## config.mk

```make
export PLATFORM = sky130hd
export DESIGN_NAME = rwcp_sqrt
export DESIGN_NICKNAME = d
export VERILOG_FILES = /design/src/rtl/rwcp_pkg.sv /design/src/rtl/rwcp_sqrt.sv
export SDC_FILE = /design/constraint.sdc
export NUM_CORES = 2
export LEC_CHECK = 0
export BUFFER_PORTS_ARGS = -buffer_cell sky130_fd_sc_hd__clkbuf_2
export CAP_MARGIN = 10
export CORE_MARGIN = 2
export CORE_UTILIZATION = 35
export DETAILED_ROUTE_END_ITERATION = 8
export SYNTH_ARGS = -nofsm -noshare
export SYNTH_HDL_FRONTEND = slang
export SYNTH_SLANG_ARGS = --single-unit
```

## constraint.sdc

```tcl
create_clock -name clk -period 3.6 [get_ports clk]
set_clock_uncertainty 0.05 [all_clocks]
set_input_delay 0.72 -clock clk [delete_from_list [all_inputs] [get_ports clk]]
set_output_delay 0.72 -clock clk [all_outputs]
set_load 0.02 [all_outputs]
```

## src/rtl/rwcp_pkg.sv

```systemverilog
// Shared types, widths and pipeline latencies for the wall column projection.
// No dependencies; imported by every module in rtl/.
package rwcp_pkg;

    localparam int ANGLE_BITS  = 16;
    localparam int COORD_W     = 24;
    localparam int HEAD_W      = 16;
    localparam int SQ_W        = 49;              // dx^2 + dy^2
    localparam int RAW_W       = 25;              // floor sqrt of SQ_W bits
    localparam int SQ_PAD_W    = 2 * RAW_W;
    localparam int REM_W       = RAW_W + 2;
    localparam int CORR_W      = 25;
    localparam int H_W         = 24;
    localparam int MAG_W       = 17;              // Q1.16 cosine magnitude
    localparam int NUM_W       = 40;              // tile_height * proj_plane_distance

    localparam int DIST_LAT    = 4;
    localparam int SQRT_STAGES = RAW_W;
    localparam int COS_LAT     = 7;
    localparam int COS_DLY     = DIST_LAT + SQRT_STAGES - COS_LAT;
    localparam int DIV_STAGES  = H_W;
    localparam int TOTAL_LAT   = DIST_LAT + SQRT_STAGES + 1 + DIV_STAGES + 1;

    localparam logic [1:0] IDX_PROJ   = 2'd0;
    localparam logic [1:0] IDX_TILE   = 2'd1;
    localparam logic [1:0] IDX_SCREEN = 2'd2;

    typedef struct packed {
        logic [COORD_W-1:0] px;
        logic [COORD_W-1:0] py;
        logic [COORD_W-1:0] vx;
        logic [COORD_W-1:0] vy;
        logic [COORD_W-1:0] hx;
        logic [COORD_W-1:0] hy;
    } ray_in_t;

    typedef struct packed {
        logic               horiz;
        logic [COORD_W-1:0] wx;
        logic [COORD_W-1:0] wy;
    } side_t;

    typedef struct packed {
        logic             pos;
        logic [MAG_W-1:0] mag;
    } cos_t;

    typedef struct packed {
        side_t             s;
        logic [RAW_W-1:0]  raw;
        logic [CORR_W-1:0] corr;
    } out_side_t;

endpackage

```

## src/rtl/rwcp_sqrt.sv

```systemverilog
// Pipelined digit-by-digit integer square root, one result bit per stage.
// Depends on rwcp_pkg.
module rwcp_sqrt
    import rwcp_pkg::*;
(
    input  logic             clk,
    input  logic             rst_n,
    input  logic             in_valid,
    input  logic [SQ_W-1:0]  in_sq,
    input  side_t            in_side,
    output logic             out_valid,
    output logic [RAW_W-1:0] out_root,
    output side_t            out_side
);

    logic                valid_reg [SQRT_STAGES];
    logic [SQ_PAD_W-1:0] rad_reg   [SQRT_STAGES];
    logic [REM_W-1:0]    rem_reg   [SQRT_STAGES];
    logic [RAW_W-1:0]    root_reg  [SQRT_STAGES];
    side_t               side_reg  [SQRT_STAGES];

    genvar k;
    generate
        for (k = 0; k < SQRT_STAGES; k++)
        begin : g_stage
            logic                v_src;
            logic [SQ_PAD_W-1:0] rad_src;
            logic [REM_W-1:0]    rem_src;
            logic [RAW_W-1:0]    root_src;
            side_t               side_src;
            logic [REM_W-1:0]    rem_sh;
            logic [REM_W-1:0]    trial;

            if (k == 0)
            begin : g_first
                assign v_src    = in_valid;
                assign rad_src  = {{(SQ_PAD_W-SQ_W){1'b0}}, in_sq};
                assign rem_src  = '0;
                assign root_src = '0;
                assign side_src = in_side;
            end
            else
            begin : g_next
                assign v_src    = valid_reg[k-1];
                assign rad_src  = rad_reg[k-1];
                assign rem_src  = rem_reg[k-1];
                assign root_src = root_reg[k-1];
                assign side_src = side_reg[k-1];
            end

            assign rem_sh = {rem_src[REM_W-3:0], rad_src[SQ_PAD_W-1 -: 2]};
            assign trial  = {root_src, 2'b01};

            always_ff @(posedge clk or negedge rst_n)
            begin
                if (!rst_n)
                    valid_reg[k] <= 1'b0;
                else
                    valid_reg[k] <= v_src;
            end

            always_ff @(posedge clk)
            begin
                rad_reg[k]  <= {rad_src[SQ_PAD_W-3:0], 2'b00};
                side_reg[k] <= side_src;
                if (rem_sh >= trial)
                begin
                    rem_reg[k]  <= rem_sh - trial;
                    root_reg[k] <= {root_src[RAW_W-2:0], 1'b1};
                end
                else
                begin
                    rem_reg[k]  <= rem_sh;
                    root_reg[k] <= {root_src[RAW_W-2:0], 1'b0};
                end
            end
        end
    endgenerate

    assign out_valid = valid_reg[SQRT_STAGES-1];
    assign out_root  = root_reg[SQRT_STAGES-1];
    assign out_side  = side_reg[SQRT_STAGES-1];

endmodule

```

======== Word level (Yosys, flattened, before mapping) ========
Memories as Yosys holds them, arrays and structs flattened.
Cells that the tools add are included.
word-level totals
  register bits after elaboration ......... 25
  bits in latches ......................... 0
  RAM bits ................................ 3725
  memory bits (read-only) ................. 0
  bits of input ports ..................... 101
  output and inout port bits .............. 75
  word-level logic and storage cells ...... 254
  memories kept ........................... 4
operators by class
  add/sub/neg operators ................... 25
  multipliers ............................. 0
  div/mod/pow operators ................... 0
  $lt $le $gt $ge ......................... 25
  equality and inequality tests ........... 0
  shift operators ......................... 0
  muxes and demuxes ....................... 125
  bitwise logic cells ..................... 50
  reductions and logical operators ........ 0
memory list
  memory    words  width  rd ports  clocked after memory_dff  wr ports  line             source
  side_reg  25     49     25        0                         25        rwcp_sqrt.sv:20  side_t side_reg [SQRT_STAGES];
  rad_reg   25     48     24        0                         25        rwcp_sqrt.sv:17  logic [SQ_PAD_W-1:0] rad_reg [SQRT_STAGES];
  rem_reg   25     27     24        0                         25        rwcp_sqrt.sv:18  logic [REM_W-1:0] rem_reg [SQRT_STAGES];
  root_reg  25     25     25        0                         25        rwcp_sqrt.sv:19  logic [RAW_W-1:0] root_reg [SQRT_STAGES];
operators with widths
  operator             count
  $mux 27              25
  $ge 27x27->1         24
  $sub 27x27->27       24
  $mux 25              25
  $mux 1               75
  $or 1x1->1           50
  $sub 1x1->2 const B  1
  $ge 1x1->1 const B   1

======== Longest topological paths before layout ========
An unclocked memory read counts as a cell.
  word-level depth ........................ 5
  gate-level depth with buffers ........... 14
  gate-level depth less buffers ........... 12

======== Worst setup path before layout ========
Ideal clock, no wire load.
  path type ............................... register to register
  from .................................... memory root_reg[21][1] (netlist: root_reg[1][126])
  to ...................................... memory rem_reg[11][14] in the netlist's numbering
  setup time .............................. 0.132 ns
  arrival ................................. 2.806 ns
  data required time ...................... 3.418 ns
  slack ................................... 0.612 ns
  stages on the path, launching flop included .. 14
  buffers on the path ..................... 2
  clock period less this slack ............ 2.988 ns
  cells stage by stage .................... dfxtp_1 inv_1 ha_1 a21oi_1 nand2_1 a221o_1 a21oi_1 o21ai_0 a31o_2 a221o_1 clkbuf_1 clkbuf_1 nor2_1 a21oi_1
RTL lines
  what         line
  from (decl)  rwcp_sqrt.sv:19
  to (decl)    rwcp_sqrt.sv:18

==> reports/results.ini <==
[outcome]
status=finished clean

[yosys]
synth-edff-count=0
ys_top_cells_by_count=2,712 x dfxtp_1, 424 x inv_1, 376 x nand2_1
ys_types=95
ys_ff_latch=2737
synth_xor_area_frac=0.0511
yosysTopAreaCellShare=0.693
synth_top_family_by_area=compound AO/OA/AOI/OAI gates
avgSynthCellArea_um2=12.3
synthesis.area_um2=78400
netlist_instances=6394
synth_adder_area_share=0.0559
yosysWarnings=0
synth_compound_area_frac=0.0817
synth_area_leaders=dfxtp_1 69%, ha_1 5.6%, xnor2_1 2.9%
async_reset_ff_frac=0.00913
syn-num-nets=6845
seq_area_frac_synth=0.701
yosysMostFrequentCell=dfxtp_1
synth_mux_area_frac=0.00733
synth_flop_cell=dfxtp_1
synth_top_cell_by_area=dfxtp_1
synthSimpleGateAreaFrac=0.0786

[sta]
drv_slew=0
final.min_clock_period_ps=3270
setup_viol=0
fmax_ghz=0.306
finalSetupTns_ps=0
post-route-period-util=0.907
worst_slew_pin_slew_ps=882
rsz0062_at_grt=no
hold_viol_final=0
max_slew_margin=0.407

[power]
power_mw=72.2
seqPwrFrac=0.496
p_comb_frac=0.108
switching_power_mw=17.5
p_int_mw=54.7
ir_drop_mv=0.501
p_leak_nw=42.3
power_density_nw_per_um2=772
clkPwrFrac=0.396
switching_share=0.242

[setup_path]
crit_type=flip-flop to flip-flop
crit_required_ps=4320
cp-end-kind=flip-flop
critPathLaunchType=flip-flop
worst-path-max-fanout=12
cp.arrival_ps=3980

[floorplanning]
die_w_um=477
die_area_um2=228000
dieHeight_um=477
std_cell_rows=173
core_um2=223000
io_pins=176
start_util=0.352

[drt]
drt-wirelength-per-cell_um=12.6
drc=0
routed.top_layer=met4
firstDrtPassIters=5
wirelength_met1_mm=55.6
vias=43700
drtIter0Drc=1816
viasPerCell=4.32
routed-wl-met2_mm=61.7
ant_nets=0
routed_wl_mm=128
routed-wl-met3_mm=5.93

[finish]
area_growth_pct=19.3
register_area_um2=54900
layout.nets=7388
largest_reg_flops=1225
num-fill-cells=20700
fin_cells=10100
multi_input_comb_area_um2=21500
drive_gt1_frac=0.109

[global_route]
grt_max_degree=42
overflow=0
grt_pass1_vias=43800
grt_pass1_wl_mm=211
grt_usage=0.111
antenna_found_initial=1

[cts]
clk-insertion-delay-late_ps=910
path_clk_slew_ps=60
clockBufferDepth=4
root_buffer=clkbuf_16
cts_max_level=5
tritoncts=done
cts-buffers-inserted=293
cts_sinks=2737
postCtsSetupRepairBufs=0

[min_path]
min_path_type=flip-flop to flip-flop

[place]
io_buffers=175
post-dp-hpwl_mm=89.1
dp.cells=9517
place.gp.congestion=0.873

[run]
cap_violations=0

==> kinds of logic after synthesis <==
logic type / after synthesis
other cells: 1
mux: 52
buf+inv: 513
fa+ha+maj: 350
simple gates: 1255
xor+xnor: 457
compound gates: 1029
flops: 2737
==> power groups by stage <==
| stage | registers [mW] | logic [mW] | clock network, mW |
|---|---|---|---|
| floorplan | 35.8 | 6.03 | 0 |
| global placement | 36.5 | 7.51 | 0 |
| detailed placement | 36.5 | 7.66 | 0 |
| CTS | 35.9 | 7.80 | 29.8 |
| global route | 36.2 | 8.79 | 31.0 |
| finish | 35.9 | 7.77 | 28.6 |
==> path summary, 6_finish.rpt <==
path                                   from                end  slack (ps)  cells past startpoint
max                        root_reg[0][326]      rem_reg[7][5]         330                     10
min                        side_reg[0][759]    side_reg[1][24]         240                      0
max reg2reg                root_reg[0][326]      rem_reg[7][5]         330                     10
min reg2reg                side_reg[0][759]    side_reg[1][24]         240                      0
max in group asynchronous             rst_n   g_stage[3].v_src        2800                      2
min in group asynchronous             rst_n  g_stage[24].v_src         300                      2
==> area by class of cell <==
| cell class | instances | share of cell area |
|---|---|---|
| Clock inverter | 103 | 0.0122 |
| Antenna cell | 3 | 0.0000803 |
| Clock buffer | 390 | 0.0879 |
| Timing Repair Buffer | 333 | 0.0254 |
| Multi-Input combinational cell | 3144 | 0.230 |
| Inverter | 428 | 0.0172 |
| Sequential cell | 2737 | 0.587 |
| Tap cell | 2975 | 0.0398 |
==> cells in the final DEF, fill, tap and decap left out, types with 66 or more instances in the layout <==
cell,instances
a21o_1,135
a21oi_1,290
clkbuf_16,296
clkbuf_2,175
dfxtp_1,2712
dlygate4sd3_1,100
ha_1,350
inv_1,424
nand2_1,376
nand2b_1,66
nand3_1,78
nor2_1,273
nor3_1,116
o21ai_0,304
xnor2_1,257
xor2_1,200
==> per-layer routing <==
| layer | vias up | global-route usage |
|---|---|---|
| met5 | - | 0 |
| met4 | 0 | 0.0509 |
| met3 | 318 | 0.0280 |
| met2 | 822 | 0.194 |
| met1 | 20100 | 0.127 |
| li1 | 22500 | - |
==> timing repair <==
action	4_1_cts	5_1_grt
hold buffers	100	0
endpoints found under the setup margin	0	1
endpoints found under the hold margin	124	0
gates resized for setup	0	1
==> worst max-delay path, stage by stage, from the launching register on <==
cell	delay (ps)
dfxtp_1	450
inv_1	80
ha_1	230
or3_1	380
o221a_2	280
o21a_1	170
nor2_1	210
o21ai_1	170
a311oi_2	530
buf_4	270
mux2_2	350
==> metrics by stage <==
stage / instance area [um^2] / setup WS [ps] / hold slack (ps) / util
after floorplan: 78400 / 612 / 260 / -
after global placement: 83200 / 245 / 260 / 0.374
after detailed placement: 83200 / 253 / 262 / 0.374
after CTS: 93500 / 245 / 210 / 0.420
after global routing: 93500 / 24.6 / 241 / 0.420
final: 93500 / 335 / 236 / 0.420
Note: power is estimated with default switching activity, not from simulation.
