==> config.mk <==
export PLATFORM = sky130hd
export DESIGN_NAME = rwcp_div
export DESIGN_NICKNAME = d
export VERILOG_FILES = /design/src/rtl/rwcp_pkg.sv /design/src/rtl/rwcp_div.sv
export SDC_FILE = /design/constraint.sdc
export NUM_CORES = 2
export LEC_CHECK = 0
export BUFFER_PORTS_ARGS = -buffer_cell sky130_fd_sc_hd__buf_2
export CAP_MARGIN = 20
export CORE_ASPECT_RATIO = 1.1
export CORE_MARGIN = 4
export CORE_UTILIZATION = 58
export DETAILED_ROUTE_END_ITERATION = 8
export PLACE_DENSITY = 0.75
export SYNTH_ARGS = -nofsm -noshare
export SYNTH_HDL_FRONTEND = slang
export SYNTH_MEMORY_MAX_BITS = 65536
export SYNTH_SLANG_ARGS = --single-unit
==> constraint.sdc <==
create_clock -name clk -period 7.1 [get_ports clk]
set_input_delay 1.065 -clock clk [delete_from_list [all_inputs] [get_ports clk]]
set_output_delay 1.065 -clock clk [all_outputs]
set_load 0.02 [all_outputs]
==> src/rtl/rwcp_pkg.sv <==
// Shared types, widths and pipeline latencies for the wall column projection.
// No dependencies; imported by every module in rtl/.
package rwcp_pkg;

    localparam int ANGLE_BITS  = 16;
    localparam int COORD_W     = 24;
    localparam int HEAD_W      = 16;
    localparam int SQ_W        = 49;              // dx^2 + dy^2
    localparam int RAW_W       = 25;              // floor sqrt of SQ_W bits
    localparam int SQ_PAD_W    = 2 * RAW_W;
    localparam int REM_W       = RAW_W + 2;
    localparam int CORR_W      = 25;
    localparam int H_W         = 24;
    localparam int MAG_W       = 17;              // Q1.16 cosine magnitude
    localparam int NUM_W       = 40;              // tile_height * proj_plane_distance

    localparam int DIST_LAT    = 4;
    localparam int SQRT_STAGES = RAW_W;
    localparam int COS_LAT     = 7;
    localparam int COS_DLY     = DIST_LAT + SQRT_STAGES - COS_LAT;
    localparam int DIV_STAGES  = H_W;
    localparam int TOTAL_LAT   = DIST_LAT + SQRT_STAGES + 1 + DIV_STAGES + 1;

    localparam logic [1:0] IDX_PROJ   = 2'd0;
    localparam logic [1:0] IDX_TILE   = 2'd1;
    localparam logic [1:0] IDX_SCREEN = 2'd2;

    typedef struct packed {
        logic [COORD_W-1:0] px;
        logic [COORD_W-1:0] py;
        logic [COORD_W-1:0] vx;
        logic [COORD_W-1:0] vy;
        logic [COORD_W-1:0] hx;
        logic [COORD_W-1:0] hy;
    } ray_in_t;

    typedef struct packed {
        logic               horiz;
        logic [COORD_W-1:0] wx;
        logic [COORD_W-1:0] wy;
    } side_t;

    typedef struct packed {
        logic             pos;
        logic [MAG_W-1:0] mag;
    } cos_t;

    typedef struct packed {
        side_t             s;
        logic [RAW_W-1:0]  raw;
        logic [CORR_W-1:0] corr;
    } out_side_t;

endpackage

==> src/rtl/rwcp_div.sv <==
// Pipelined restoring divider with 24-bit saturating quotient, one bit per stage.
// Depends on rwcp_pkg.
module rwcp_div
    import rwcp_pkg::*;
(
    input  logic              clk,
    input  logic              rst_n,
    input  logic              in_valid,
    input  logic [H_W-1:0]    num_hi,     // dividend bits 47:24
    input  logic [15:0]       num_lo,     // dividend bits 23:8, bits 7:0 are zero
    input  logic [CORR_W-1:0] divisor,
    input  out_side_t         in_side,
    output logic              out_valid,
    output logic [H_W-1:0]    out_quot,
    output out_side_t         out_side
);

    logic              valid_reg [DIV_STAGES];
    logic              sat_reg   [DIV_STAGES];
    logic [CORR_W-1:0] rem_reg   [DIV_STAGES];
    logic [CORR_W-1:0] dvs_reg   [DIV_STAGES];
    logic [H_W-1:0]    lo_reg    [DIV_STAGES];
    logic [H_W-1:0]    q_reg     [DIV_STAGES];
    out_side_t         side_reg  [DIV_STAGES];

    genvar k;
    generate
        for (k = 0; k < DIV_STAGES; k++)
        begin : g_stage
            logic              v_src;
            logic              sat_src;
            logic [CORR_W-1:0] rem_src;
            logic [CORR_W-1:0] dvs_src;
            logic [H_W-1:0]    lo_src;
            logic [H_W-1:0]    q_src;
            out_side_t         side_src;
            logic [CORR_W:0]   rem_sh;
            logic [CORR_W:0]   diff;
            logic              ge;

            if (k == 0)
            begin : g_first
                assign v_src    = in_valid;
                assign sat_src  = {1'b0, num_hi} >= divisor;
                assign rem_src  = {1'b0, num_hi};
                assign dvs_src  = divisor;
                assign lo_src   = {num_lo, 8'b0};
                assign q_src    = '0;
                assign side_src = in_side;
            end
            else
            begin : g_next
                assign v_src    = valid_reg[k-1];
                assign sat_src  = sat_reg[k-1];
                assign rem_src  = rem_reg[k-1];
                assign dvs_src  = dvs_reg[k-1];
                assign lo_src   = lo_reg[k-1];
                assign q_src    = q_reg[k-1];
                assign side_src = side_reg[k-1];
            end

            assign rem_sh = {rem_src, lo_src[H_W-1]};
            assign diff   = rem_sh - {1'b0, dvs_src};
            assign ge     = rem_sh >= {1'b0, dvs_src};

            always_ff @(posedge clk or negedge rst_n)
            begin
                if (!rst_n)
                    valid_reg[k] <= 1'b0;
                else
                    valid_reg[k] <= v_src;
            end

            always_ff @(posedge clk)
            begin
                sat_reg[k]  <= sat_src;
                dvs_reg[k]  <= dvs_src;
                lo_reg[k]   <= {lo_src[H_W-2:0], 1'b0};
                q_reg[k]    <= {q_src[H_W-2:0], ge};
                rem_reg[k]  <= ge ? diff[CORR_W-1:0] : rem_sh[CORR_W-1:0];
                side_reg[k] <= side_src;
            end
        end
    endgenerate

    assign out_valid = valid_reg[DIV_STAGES-1];
    assign out_quot  = sat_reg[DIV_STAGES-1] ? '1 : q_reg[DIV_STAGES-1];
    assign out_side  = side_reg[DIV_STAGES-1];

endmodule

Yosys cells after proc, flatten, opt, wreduce, memory -nomap -nowiden
Memories as Yosys holds them, arrays and structs flattened. Index checks and enable logic that the tools add are counted.

Order comparisons: 25. Eq/ne operators: 0. Bitwise gates (word level): 0. Multipliers: 0. Add/sub/neg operators: 24. Shift-type cells: 0. Divide/modulo/power cells: 0. Reduce and logical (&&, ||, !) cells: 0. Muxes and demuxes: 25.

Operator list (number): $mux W25 (24); $sub A25 B25 Y25 (24); $ge A26 B25 Y1 (23); $ge A24 B25 Y1 (1); $ge A25 B25 Y1 (1); $mux W24 (1).

Bits of input ports: 167. Memories: 6. Output and inout port bits: 124. Memory bits (read-only): 0. Bits in registers: 24. Word-level logic and storage cells: 104. Latch bits: 0. Memory bits (writable): 4728.

Memories: side_reg (words 24, width 99, rd ports 24, clocked after memory_dff 0, wr ports 24, RTL line rwcp_div.sv:24) `out_side_t side_reg [DIV_STAGES];`; dvs_reg (words 24, width 25, rd ports 23, clocked after memory_dff 0, wr ports 24, RTL line rwcp_div.sv:21) `logic [CORR_W-1:0] dvs_reg [DIV_STAGES];`; rem_reg (words 24, width 25, rd ports 23, clocked after memory_dff 0, wr ports 24, RTL line rwcp_div.sv:20) `logic [CORR_W-1:0] rem_reg [DIV_STAGES];`; q_reg (words 24, width 24, rd ports 24, clocked after memory_dff 0, wr ports 24, RTL line rwcp_div.sv:23) `logic [H_W-1:0] q_reg [DIV_STAGES];`; lo_reg (words 24, width 23, rd ports 23, clocked after memory_dff 0, wr ports 24, RTL line rwcp_div.sv:22) `logic [H_W-1:0] lo_reg [DIV_STAGES];`; sat_reg (words 24, width 1, rd ports 24, clocked after memory_dff 0, wr ports 24, RTL line rwcp_div.sv:19) `logic sat_reg [DIV_STAGES];`.

Logic depth before layout (Yosys ltp)
An unclocked memory read counts as a cell.

Depth after elaboration: 3. Gate-level depth with buffers: 16. Depth with buffers taken out: 14.

Worst setup path after synthesis
Ideal clock, no wire load.

Path type: input to register. Start point: input divisor[1]. End point: memory rem_reg[0][10]. Library setup time: 0.121 ns. Arrival time: 3.678 ns. Buffers on the path: 1. Required time: 6.979 ns. Slack: 3.301 ns. Cell stages on the path: 12. Cell sequence: inv_1 > ha_1 > nor2b_1 > o21a_1 > o21ai_0 > a211o_1 > a211o_1 > a211o_1 > a211o_1 > a31oi_2 > buf_2 > mux2_2.

RTL lines: from (decl) (RTL line rwcp_div.sv:11) `input logic [CORR_W-1:0] divisor,`; to (decl) (RTL line rwcp_div.sv:20).

==> metrics.yaml <==
outcome:
  status: "finished clean"
synthesis:
  synth_edf_count: 0
  synthSimpleGateAreaFrac_pct: 5.692
  ys_seq_area_share_pct: 68.77
  ys.flop_type: "dfxtp_1"
  synth_xor_area_share_pct: 3.588
  syn_inst: 9337
  netlist_area_um2: 116400
  ys_types: 89
  synth-seq-cells: 3994
  synth_fa_ha_area_share_pct: 7.090
  avgSynthCellArea_um2: 12.47
  async_reset_ff_share_pct: 0.6009
  synth_compound_area_share_pct: 9.099
  synth_mux_area_share_pct: 2.909
  ys_warn_count: 0
  syn_nets: 10150
  synth_top_family_by_area: "compound AO/OA/AOI/OAI gates"
timing:
  worst_pin_slew_ns: 0.9756
  fin_skew_ns: 0.1031
  holdWs_ns: 0.08112
  slew_headroom_pct: 34.96
  setup_viol: 0
  fmax_mhz: 221.2
  fin_crit_sh_pct: 63.67
  hold_violations: 0
  rsz0062_at_grt: "false"
  final_max_slew_viol_count: 0
  fin_setup_tns_ns: 0
  min_period_ns: 4.521
detailed_routing:
  dr_total_vias: 64910
  ant_nets: 0
  drt_iter0_markers: 3600
  vias_per_cell: 5.081
  wl_mm: 220.2
  dr.pass1.iters: 8
  wire_per_inst_um: 17.23
  drc: 0
pwr:
  ir_drop_mv: 0.2822
  p_total_mw: 65.96
  p_leak_nw: 59.40
  pwr_density_cell_nw_per_um2: 495.8
critical_path:
  crit_required_ns: 7.84
  crit_fanout: 43
  cp-start-kind: "flop"
  critPathCaptureType: "flop"
  ff2ff_path_depth: 14
  path_class: "flop to flop"
  arrival_ns: 5.26
global_route:
  grt_max_degree: 49
  grt_pass1_vias: 67420
  track_usage_pct: 20.86
  grt_pass1_wl_mm: 350.4
  antenna_found_initial: 6
  grt.overflow.total: 0
cts:
  clockRootBuffer: "clkbuf_16"
  hold_buffers: 0
  cts_tree: "done"
  cts_sinks: 3994
  insertion_delay_ns: 0.96
  cts_buffers: 366
  h-tree-depth: 5
  clock_path_buffers: 4
  ctsResizeCount: 0
  post_cts_buffers: 0
  clk_pin_slew_ns: 0.06
place:
  hpwlAfterDp_mm: 150.1
  gp_congestion: 0.9229
  dp.cells: 12140
  io_buffers: 290
floorplanning:
  initial_utilization_pct: 58.30
  die_h_um: 477.9
  rows: 172
  ios: 291
  die_x_um: 435.2
  coreArea_um2: 199700
  design.die.area_um2: 208000
layout:
  fin_cells: 12770
  drive_gt1_share_pct: 12.33
  finalNetCount: 10710
  areaGrowthSynthToFinish_pct: 14.26
  seq_area_um2: 80080
  mostFrequentLayoutCell: "dfxtp_1"
  largest_reg_flops: 2376
  fill_cells: 14290
  multiInputGateArea_um2: 33100
  mostFrequentLayoutCells: "dfxtp_1 (3970), inv_1 (733), ha_1 (623)"
job:
  cap_viol_max_count: 0
worst_hold_path:
  hold_class: "input port to async pin"
-- path summary, 6_finish.rpt --
kind	slack, ns	start	to
worst min-delay path	0.08	rst_n	g_stage[21].v_src$_DFF_PN0_
worst max-delay path	2.58	lo_reg[1][114]$_DFF_P_	rem_reg[1][126]$_DFF_P_
min in group clk	0.19	in_side[20]	side_reg[0][20]$_DFF_P_
worst min register to register	0.28	side_reg[4][57]$_DFF_P_	side_reg[5][57]$_DFF_P_
max in group asynchronous	6.67	rst_n	g_stage[13].v_src$_DFF_PN0_
worst max register to register	2.58	lo_reg[1][114]$_DFF_P_	rem_reg[1][126]$_DFF_P_
-- cells by family (layout without fill, tap and decap cells) --
family | count (synthesis) | count (layout)
flip-flops | 3994 | 3994
multiplexers | 302 | 302
AND/OR/NAND/NOR | 1381 | 1381
other | 0 | 1
XOR/XNOR | 477 | 477
AO/OA/AOI/OAI | 1678 | 1678
buffers and inverters | 859 | 1685
adder cells (fa/ha/maj) | 646 | 646
-- where the power goes --
group	leakage [nW]	internal (mW)	switching, mW
clock network	5.97	11.6	8.06
logic	19.7	8.43	9.98
registers	33.8	26.0	1.83
total	59.4	46.1	19.9
-- cell usage after synthesis (all sizes together), types with 52 or more instances --
cell / count / share of area [%]
a21o: 235 / 1.5
a21oi: 562 / 2.4
and3: 52 / 0.28
clkbuf: 75 / 0.24
dfxtp: 3970 / 68
ha: 623 / 6.7
inv: 735 / 2.4
mux2: 291 / 2.8
nand2: 375 / 1.2
nand2b: 68 / 0.37
nand3: 92 / 0.40
nand4: 87 / 0.47
nor2: 378 / 1.2
nor2b: 84 / 0.45
nor3: 76 / 0.33
o21a: 82 / 0.53
o21ai: 397 / 1.7
o21bai: 57 / 0.37
xnor2: 316 / 2.4
xor2: 161 / 1.2
-- per-stage QoR --
step | setup slack (ns) | utilization [%] | instance area [um^2]
2_1_floorplan | 3.301 | - | 116400
3_3_place_gp | 2.541 | 60.50 | 120800
4_1_cts | 2.604 | 66.61 | 133000
3_5_place_dp | 2.476 | 60.50 | 120800
6_report | 2.579 | 66.62 | 133000
5_1_grt | 2.257 | 66.62 | 133000
-- area by class of cell --
| class | count | share of cell area, % |
|---|---|---|
| tap | 2610 | 2.455 |
| multi-input combinational | 4484 | 24.88 |
| antenna | 1 | 0.001881 |
| clock inverter | 142 | 1.392 |
| timing repair buffer | 313 | 1.221 |
| clock buffer | 495 | 7.787 |
| sequential | 3994 | 60.19 |
| inverter | 735 | 2.074 |
-- worst max-delay path: stages (launching register included) --
cell and delay [ns]:
dfxtp_1 0.31, inv_1 0.05, ha_1 0.15, inv_1 0.05, fa_1 0.40, a21oi_1 0.24, o21ai_1 0.14, a2111oi_0 0.48
a21oi_1 0.17, a41oi_1 0.40, a21oi_1 0.19, a2111o_1 0.47, a311oi_4 0.43, buf_4 0.44, mux2_1 0.38
-- metal layers --
layer	vias to the layer above	routed length (um)	share of wire [%]	GRT usage, %
met3	473	8344	3.8	3.483
li1	32440	-	-	-
met1	30690	86600	39	22.97
met4	2	8945	4.1	8.818
met5	-	11	0.0050	0
met2	1306	116300	53	39.42
Note: power is estimated with default switching activity, not from simulation.
