$ cat config.mk
export PLATFORM = sky130hd
export DESIGN_NAME = rwcp_cos
export DESIGN_NICKNAME = d
export VERILOG_FILES = /design/src/rtl/rwcp_pkg.sv /design/src/rtl/rwcp_cos.sv
export SDC_FILE = /design/constraint.sdc
export NUM_CORES = 2
export LEC_CHECK = 0
export ABC_AREA = 1
export BUFFER_PORTS_ARGS = -buffer_cell sky130_fd_sc_hd__buf_2
export CAP_MARGIN = 10
export CORE_ASPECT_RATIO = 0.9
export CORE_MARGIN = 1
export CORE_UTILIZATION = 45
export CTS_CLUSTER_DIAMETER = 80
export CTS_CLUSTER_SIZE = 24
export DETAILED_ROUTE_END_ITERATION = 10
export GPL_TIMING_DRIVEN = 0
export SLEW_MARGIN = 20
export SYNTH_ARGS = -nofsm -noshare
export SYNTH_HDL_FRONTEND = slang
export SYNTH_SLANG_ARGS = --single-unit
export TNS_END_PERCENT = 1
$ cat constraint.sdc
create_clock -name clk -period 6.1 [get_ports clk]
set_input_delay 1.22 -clock clk [delete_from_list [all_inputs] [get_ports clk]]
set_output_delay 1.22 -clock clk [all_outputs]
set_load 0.005 [all_outputs]
$ cat src/rtl/rwcp_pkg.sv
// Shared types, widths and pipeline latencies for the wall column projection.
// No dependencies; imported by every module in rtl/.
package rwcp_pkg;

    localparam int ANGLE_BITS  = 16;
    localparam int COORD_W     = 24;
    localparam int HEAD_W      = 16;
    localparam int SQ_W        = 49;              // dx^2 + dy^2
    localparam int RAW_W       = 25;              // floor sqrt of SQ_W bits
    localparam int SQ_PAD_W    = 2 * RAW_W;
    localparam int REM_W       = RAW_W + 2;
    localparam int CORR_W      = 25;
    localparam int H_W         = 24;
    localparam int MAG_W       = 17;              // Q1.16 cosine magnitude
    localparam int NUM_W       = 40;              // tile_height * proj_plane_distance

    localparam int DIST_LAT    = 4;
    localparam int SQRT_STAGES = RAW_W;
    localparam int COS_LAT     = 7;
    localparam int COS_DLY     = DIST_LAT + SQRT_STAGES - COS_LAT;
    localparam int DIV_STAGES  = H_W;
    localparam int TOTAL_LAT   = DIST_LAT + SQRT_STAGES + 1 + DIV_STAGES + 1;

    localparam logic [1:0] IDX_PROJ   = 2'd0;
    localparam logic [1:0] IDX_TILE   = 2'd1;
    localparam logic [1:0] IDX_SCREEN = 2'd2;

    typedef struct packed {
        logic [COORD_W-1:0] px;
        logic [COORD_W-1:0] py;
        logic [COORD_W-1:0] vx;
        logic [COORD_W-1:0] vy;
        logic [COORD_W-1:0] hx;
        logic [COORD_W-1:0] hy;
    } ray_in_t;

    typedef struct packed {
        logic               horiz;
        logic [COORD_W-1:0] wx;
        logic [COORD_W-1:0] wy;
    } side_t;

    typedef struct packed {
        logic             pos;
        logic [MAG_W-1:0] mag;
    } cos_t;

    typedef struct packed {
        side_t             s;
        logic [RAW_W-1:0]  raw;
        logic [CORR_W-1:0] corr;
    } out_side_t;

endpackage

$ cat src/rtl/rwcp_cos.sv
// Cosine of the heading difference, quarter-wave fold plus Horner polynomial.
// Depends on rwcp_pkg; the output is registered.
module rwcp_cos
    import rwcp_pkg::*;
(
    input  logic              clk,
    input  logic [HEAD_W-1:0] ray_heading,
    input  logic [HEAD_W-1:0] view_heading,
    output cos_t              out_cos
);

    localparam logic [5:0]  P0 = 6'd60;
    localparam logic [10:0] P1 = 11'd1367;
    localparam logic [14:0] P2 = 15'd16624;
    localparam logic [16:0] P3 = 17'd80852;
    localparam logic [17:0] ONE = 18'd65536;

    logic [HEAD_W-1:0]     diff;
    logic [ANGLE_BITS-1:0] ang;
    logic [31:0]           a_full;
    logic [30:0]           r_inv;
    logic [16:0]           t_next;
    logic [10:0]           p1;
    logic [14:0]           p2;
    logic [16:0]           p3;
    logic [17:0]           x4;
    cos_t                  cos_next;

    logic [16:0] t_reg;
    logic [33:0] tt_reg;
    logic [16:0] u2_reg [3:5];
    logic [1:0]  q_reg  [1:6];
    logic [22:0] m1_reg;
    logic [27:0] m2_reg;
    logic [31:0] m3_reg;
    logic [33:0] m4_reg;
    cos_t        cos_reg;

    always_comb
    begin
        diff   = ray_heading - view_heading;
        ang    = diff[ANGLE_BITS-1:0];
        a_full = {ang, {(32-ANGLE_BITS){1'b0}}};
        r_inv  = 31'h4000_0000 - {1'b0, a_full[29:0]};
        t_next = a_full[30] ? r_inv[30:14] : {1'b0, a_full[29:14]};
        p1     = P1 - {4'b0, m1_reg[22:16]};
        p2     = P2 - {3'b0, m2_reg[27:16]};
        p3     = P3 - {1'b0, m3_reg[31:16]};
        x4     = m4_reg[33:16];
        cos_next.mag = (x4 > ONE) ? '0 : MAG_W'(ONE - x4);
        cos_next.pos = ((q_reg[6] == 2'd0) || (q_reg[6] == 2'd3)) && (cos_next.mag != '0);
    end

    always_ff @(posedge clk)
    begin
        t_reg     <= t_next;
        q_reg[1]  <= a_full[31:30];
        tt_reg    <= t_reg * t_reg;
        q_reg[2]  <= q_reg[1];
        u2_reg[3] <= tt_reg[32:16];
        m1_reg    <= P0 * tt_reg[32:16];
        q_reg[3]  <= q_reg[2];
        m2_reg    <= p1 * u2_reg[3];
        u2_reg[4] <= u2_reg[3];
        q_reg[4]  <= q_reg[3];
        m3_reg    <= p2 * u2_reg[4];
        u2_reg[5] <= u2_reg[4];
        q_reg[5]  <= q_reg[4];
        m4_reg    <= p3 * u2_reg[5];
        q_reg[6]  <= q_reg[5];
        cos_reg   <= cos_next;
    end

    assign out_cos = cos_reg;

endmodule

; ---- Yosys cells after proc, flatten, opt, wreduce, memory -nomap -nowiden
; Memory sizes are Yosys's and may differ from the RTL's.
; Cells that the tools add are included.
[word_totals]
ff_bits = 183
mem_bits_rw = 63
input_bits = 33
out_inout_bits = 18
elab_cells = 30
mem_count = 2
[op_classes]
n_addsub = 6
multipliers = 5
n_lt_le_gt_ge = 1
n_eq_ne = 1
mux = 2
n_reduce_logical = 4
[mem_list]
columns = name, depth, word_bits, read_ports, rd_ports_with_merged_regs, wr, line_no
row1 = u2_reg, 3, 17, 3, 0, 3, rwcp_cos.sv:31  ; logic [16:0] u2_reg [3:5];
row2 = q_reg, 6, 2, 6, 0, 6, rwcp_cos.sv:32  ; logic [1:0] q_reg [1:6];
[ops]
columns = cell, n
row1 = multiplier 17 x 17 -> 34 bit, 1
row2 = multiplier 17 x 17 -> 33 bit, 1
row3 = multiplier 15 x 17 -> 32 bit, 1
row4 = subtractor 31 x 30 -> 31 bit (first input constant), 1
row5 = multiplier 11 x 17 -> 28 bit, 1
row6 = multiplier 4 x 17 -> 21 bit (first input constant), 1
row7 = > comparator 18 x 17 -> 1 bit (second input constant), 1
row8 = 2-to-1 mux 17 bit, 1
row9 = nonzero test 17 bit, 1
row10 = subtractor 17 x 16 -> 17 bit (first input constant), 1
row11 = subtractor 17 bit (first input constant), 1
row12 = 2-to-1 mux 16 bit, 1
row13 = subtractor 16 bit, 1
row14 = subtractor 15 x 12 -> 15 bit (first input constant), 1
row15 = subtractor 11 x 7 -> 11 bit (first input constant), 1
row16 = == test 2 bit (second input constant), 1
row17 = zero test 2 bit, 1
row18 = logical AND 1 bit, 1
row19 = logical OR 1 bit, 1

; ---- Longest topological paths before layout
[logic_depth]
word_depth = 4
depth_mapped = 35

; ---- Least setup slack after synthesis
; OpenSTA, ideal clock, no wires.
[synth_timing]
path_kind = reg2reg
startpoint = register m2_reg[16]
endpoint = register m3_reg[26]
arrival_ns = 6.132
path_slack_ns = -0.144
stages_incl_launch_ff = 32
n_path_buf = 3
period_less_slack_ns = 6.244
cell_sequence = dfxtp_1 > buf_6 > clkbuf_1 > inv_1 > ha_1 > nand2_1 > nor2_1 > nor2_1 > nand2_1 > nand2_1 > nand2_1 > inv_1 > clkbuf_1 > nand2_1 > fa_1 > fa_1 > inv_1 > fa_1 > fa_1 > fa_1 > inv_1 > fa_1 > inv_1 > ha_1 > a21oi_1 > inv_1 > a31oi_1 > o21ai_0 > a211oi_1 > nand2_1 > nand2_1 > nand2_1
[synth_via]
elab_chain_len = 2
[synth_rtl]
columns = element, line_no
row1 = start: declaration, rwcp_cos.sv:34  ; logic [27:0] m2_reg;
row2 = start signal: assignment, rwcp_cos.sv:63  ; m2_reg <= p1 * u2_reg[3];
row3 = subtractor 15 x 12 -> 15 bit, rwcp_cos.sv:47  ; p2 = P2 - {3'b0, m2_reg[27:16]};
row4 = multiplier 15 x 17 -> 32 bit, rwcp_cos.sv:66  ; m3_reg <= p2 * u2_reg[4];
row5 = end signal: assignment, rwcp_cos.sv:66
row6 = end: declaration, rwcp_cos.sv:35  ; logic [31:0] m3_reg;
; No other way between the ends.
; A chain may end at the register's enable or synchronous reset.

; ---- Worst setup path after layout
[layout_timing]
startpoint = register m3_reg[16]
endpoint = register m4_reg[31]
[layout_via]
elab_chain_len = 2
[layout_rtl]
columns = element, line_no
row1 = subtractor 17 x 16 -> 17 bit, rwcp_cos.sv:48  ; p3 = P3 - {1'b0, m3_reg[31:16]};
row2 = multiplier 17 x 17 -> 34 bit, rwcp_cos.sv:69  ; m4_reg <= p3 * u2_reg[5];
row3 = end signal: assignment, rwcp_cos.sv:69
row4 = end: declaration, rwcp_cos.sv:36  ; logic [33:0] m4_reg;
; No other way between the ends.

==> results_dict.tcl <==
set metrics [dict create \
    cts.path.max_buffers 2 \
    worst_slack_ps -154 \
    ys_async_sr_fraction_pct 0 \
    grt_use_total_pct 23.9 \
    via_per_inst 5.00 \
    slew_headroom_pct 46.4 \
    status "finished, violations left" \
    yosysUniqueCellTypes 49 \
    largest_reg_flops 51 \
    antenna_found_initial 0 \
    finClkSkew_ps 12.0 \
    antenna_left 0 \
    seq_area_frac_synth_pct 8.98 \
    period_needed_ps 6250 \
    r2r_slack_ps -150 \
    min_to "q_reg[0][8]" \
    grt_start_max_net_pins 20 \
    crit_slowest_cell "fa_1" \
    setup_viol_count_final 30 \
    coreArea_mm2 0.0813 \
    rr_startpoint "m3_reg[16]" \
    post-synth-top-area-fraction_pct 37.9 \
    ys_top_cells_by_count "inv_1 (1224), nand2_1 (969), fa_1 (700), nor2_1 (467), ha_1 (416)" \
    fin_area_mm2 0.0408 \
    cts_htree_levels 4 \
    root_buffer "clkbuf_16" \
    crit_type "reg2reg" \
    drive_gt1_share_pct 9.29 \
    yosysMostFrequentCell "inv_1" \
    crit_path_max_fanout 5 \
    placed_area_mm2 0.0386 \
    clock-sinks 166 \
    grt_first_pass_wirelength_um 157000 \
    rr_worst_depth 29 \
    port_buffers 50 \
    final_nets 5982 \
    route.detailed.drc 0 \
    ys_ff_latch 166 \
    cp-start-kind "register" \
    ys.flop_type "dfxtp_1" \
    required_ps 6470 \
    ios 51 \
    firstDrtPassIters 7 \
    syn_inst 4713 \
    synth_area_per_cell_um2 7.85 \
    numCtsBuffers 17 \
    gp_congestion 0.920 \
    chipWidth_um 304 \
    drv_cap 0 \
    tightest_slew_ps 804 \
    hp-start "q_reg[0][6]" \
    fin_tns_setup_ps -2690 \
    drt-initial-drc-count 1776 \
    fmax_mhz 160 \
    rr_endpoint "m4_reg[31]" \
    critical_path_buf_inv_count 5 \
    min_delay_path_depth 0 \
    grt_setup_unrepaired "yes" \
    initial_core_util_pct 45.5 \
    synth-edff-count 0 \
    area_growth_pct 10.4 \
    hold_viol 0 \
    ys_warn_count 0 \
    clk_pin_slew_worst_paths_ps 80 \
    rows 99 \
    hpwl_um 81000 \
    finalCritPeriodShare_pct 103 \
    grt_pass1_vias 30200 \
    wl_per_cell_um 16.2 \
    clkLatencyLatePin_ps 490 \
    critPathArrivalTime_ps 6630 \
    cts_hold_buf 0 \
    fp.dieH_um 274 \
    cts_tree "yes" \
    end_kind "register" \
    path_delay_family "adder cells" \
    fin_util_pct 50.3 \
    die-area_mm2 0.0833 \
    wl_um 96000 \
    violations "negative setup slack" \
    synth_fp_nets 5862 \
    synth.area.top_cells "fa_1 (38%), ha_1 (14%), inv_1 (12%), nand2_1 (9.8%), dfxtp_1 (9.0%)" \
    grt-ovfl-total 0 \
    crit_path_max_incr_delay_ps 550 \
    routed-via-count 29600 \
    hp-class "reg2reg" \
    drv_slew 0 \
    synth_area_mm2 0.0370 \
    synth_area_leader_cell "fa_1" \
    worst_path_most_repeated_cell "fa_1" \
]
[layout by cell type, fill, tap and decap left out, types with 35 or more instances in the layout]
master	Yosys	layout
buf_2	10	55
o21ai_0	87	69
nand2_2	32	57
a21oi_1	162	135
nor2_1	467	435
ha_1	416	387
inv_1	1224	1200
nand2_1	969	930
fa_1	700	690
xor2_1	50	48
nand3_1	123	119
dfxtp_1	166	162
buf_4	4	51
nand4_1	35	35
clkbuf_1	67	46
[cell type report]
type | instances | area (um2)
multi-input cells | 3214 | 29600
clock inverters | 15 | 176
clock buffers | 17 | 425
diodes | 1 | 2.50
fillers | 7973 | 40400
inverters | 1244 | 4730
plain buffers | 84 | 512
flip-flops and latches | 166 | 3330
well taps | 1060 | 1330
repair buffers | 106 | 714
[worst register-to-register path: cells and delay by family (launching register included)]
family          cells  cell delay, ps
simple gates        9            1080
buf+inv             5             400
xor+xnor            1             160
compound gates      6             940
fa+ha+maj           8            3240
flops               1             330
[kinds of logic after synthesis]
logic type,Yosys count,synth area share [%]
flops,166,8.98
compound gates,321,4.87
fa+ha+maj,1116,52.0
buf+inv,1333,13.7
simple gates,1696,18.6
xor+xnor,81,1.92
[routing by layer]
metal  track usage, %  wire (um)  vias to the layer above
met3             3.56       6700                      119
li1                 -          -                    14200
met2             39.1      43800                      854
met4             5.86       2010                        0
met1             33.2      43400                    14400
met5                0          0                        -
[worst max path at each step]
stage	slack, ps	cells after the start	end	start
global route	-410	29	m4_reg[31]	m3_reg[16]
CTS	-190	29	m4_reg[31]	m3_reg[16]
global placement	-1120	31	m4_reg[33]	m3_reg[16]
detailed placement	-1190	31	m4_reg[33]	m3_reg[16]
finish	-150	29	m4_reg[31]	m3_reg[16]
floorplan	2	31	m4_reg[21]	m3_reg[16]
[what timing repair did]
| item | CTS | global route |
|---|---|---|
| setup endpoints to repair | 56 | 57 |
| setup buffers | 48 | 8 |
| pin swaps | 86 | 52 |
| resized for setup | 226 | 121 |
[stage by stage]
step / std cells / setup slack (ps) / hold WS, ps
after global routing: 5906 / -408 / 332
after detailed placement: 5823 / -1190 / 312
after floorplan: 4713 / 2.26 / 310
after CTS: 5898 / -192 / 330
final: 5907 / -154 / 328
after global placement: 5823 / -1120 / 310
Power is left out: the tool's default activity adds up to more than one toggle a clock period on the data nets, which glitch-free logic cannot reach.
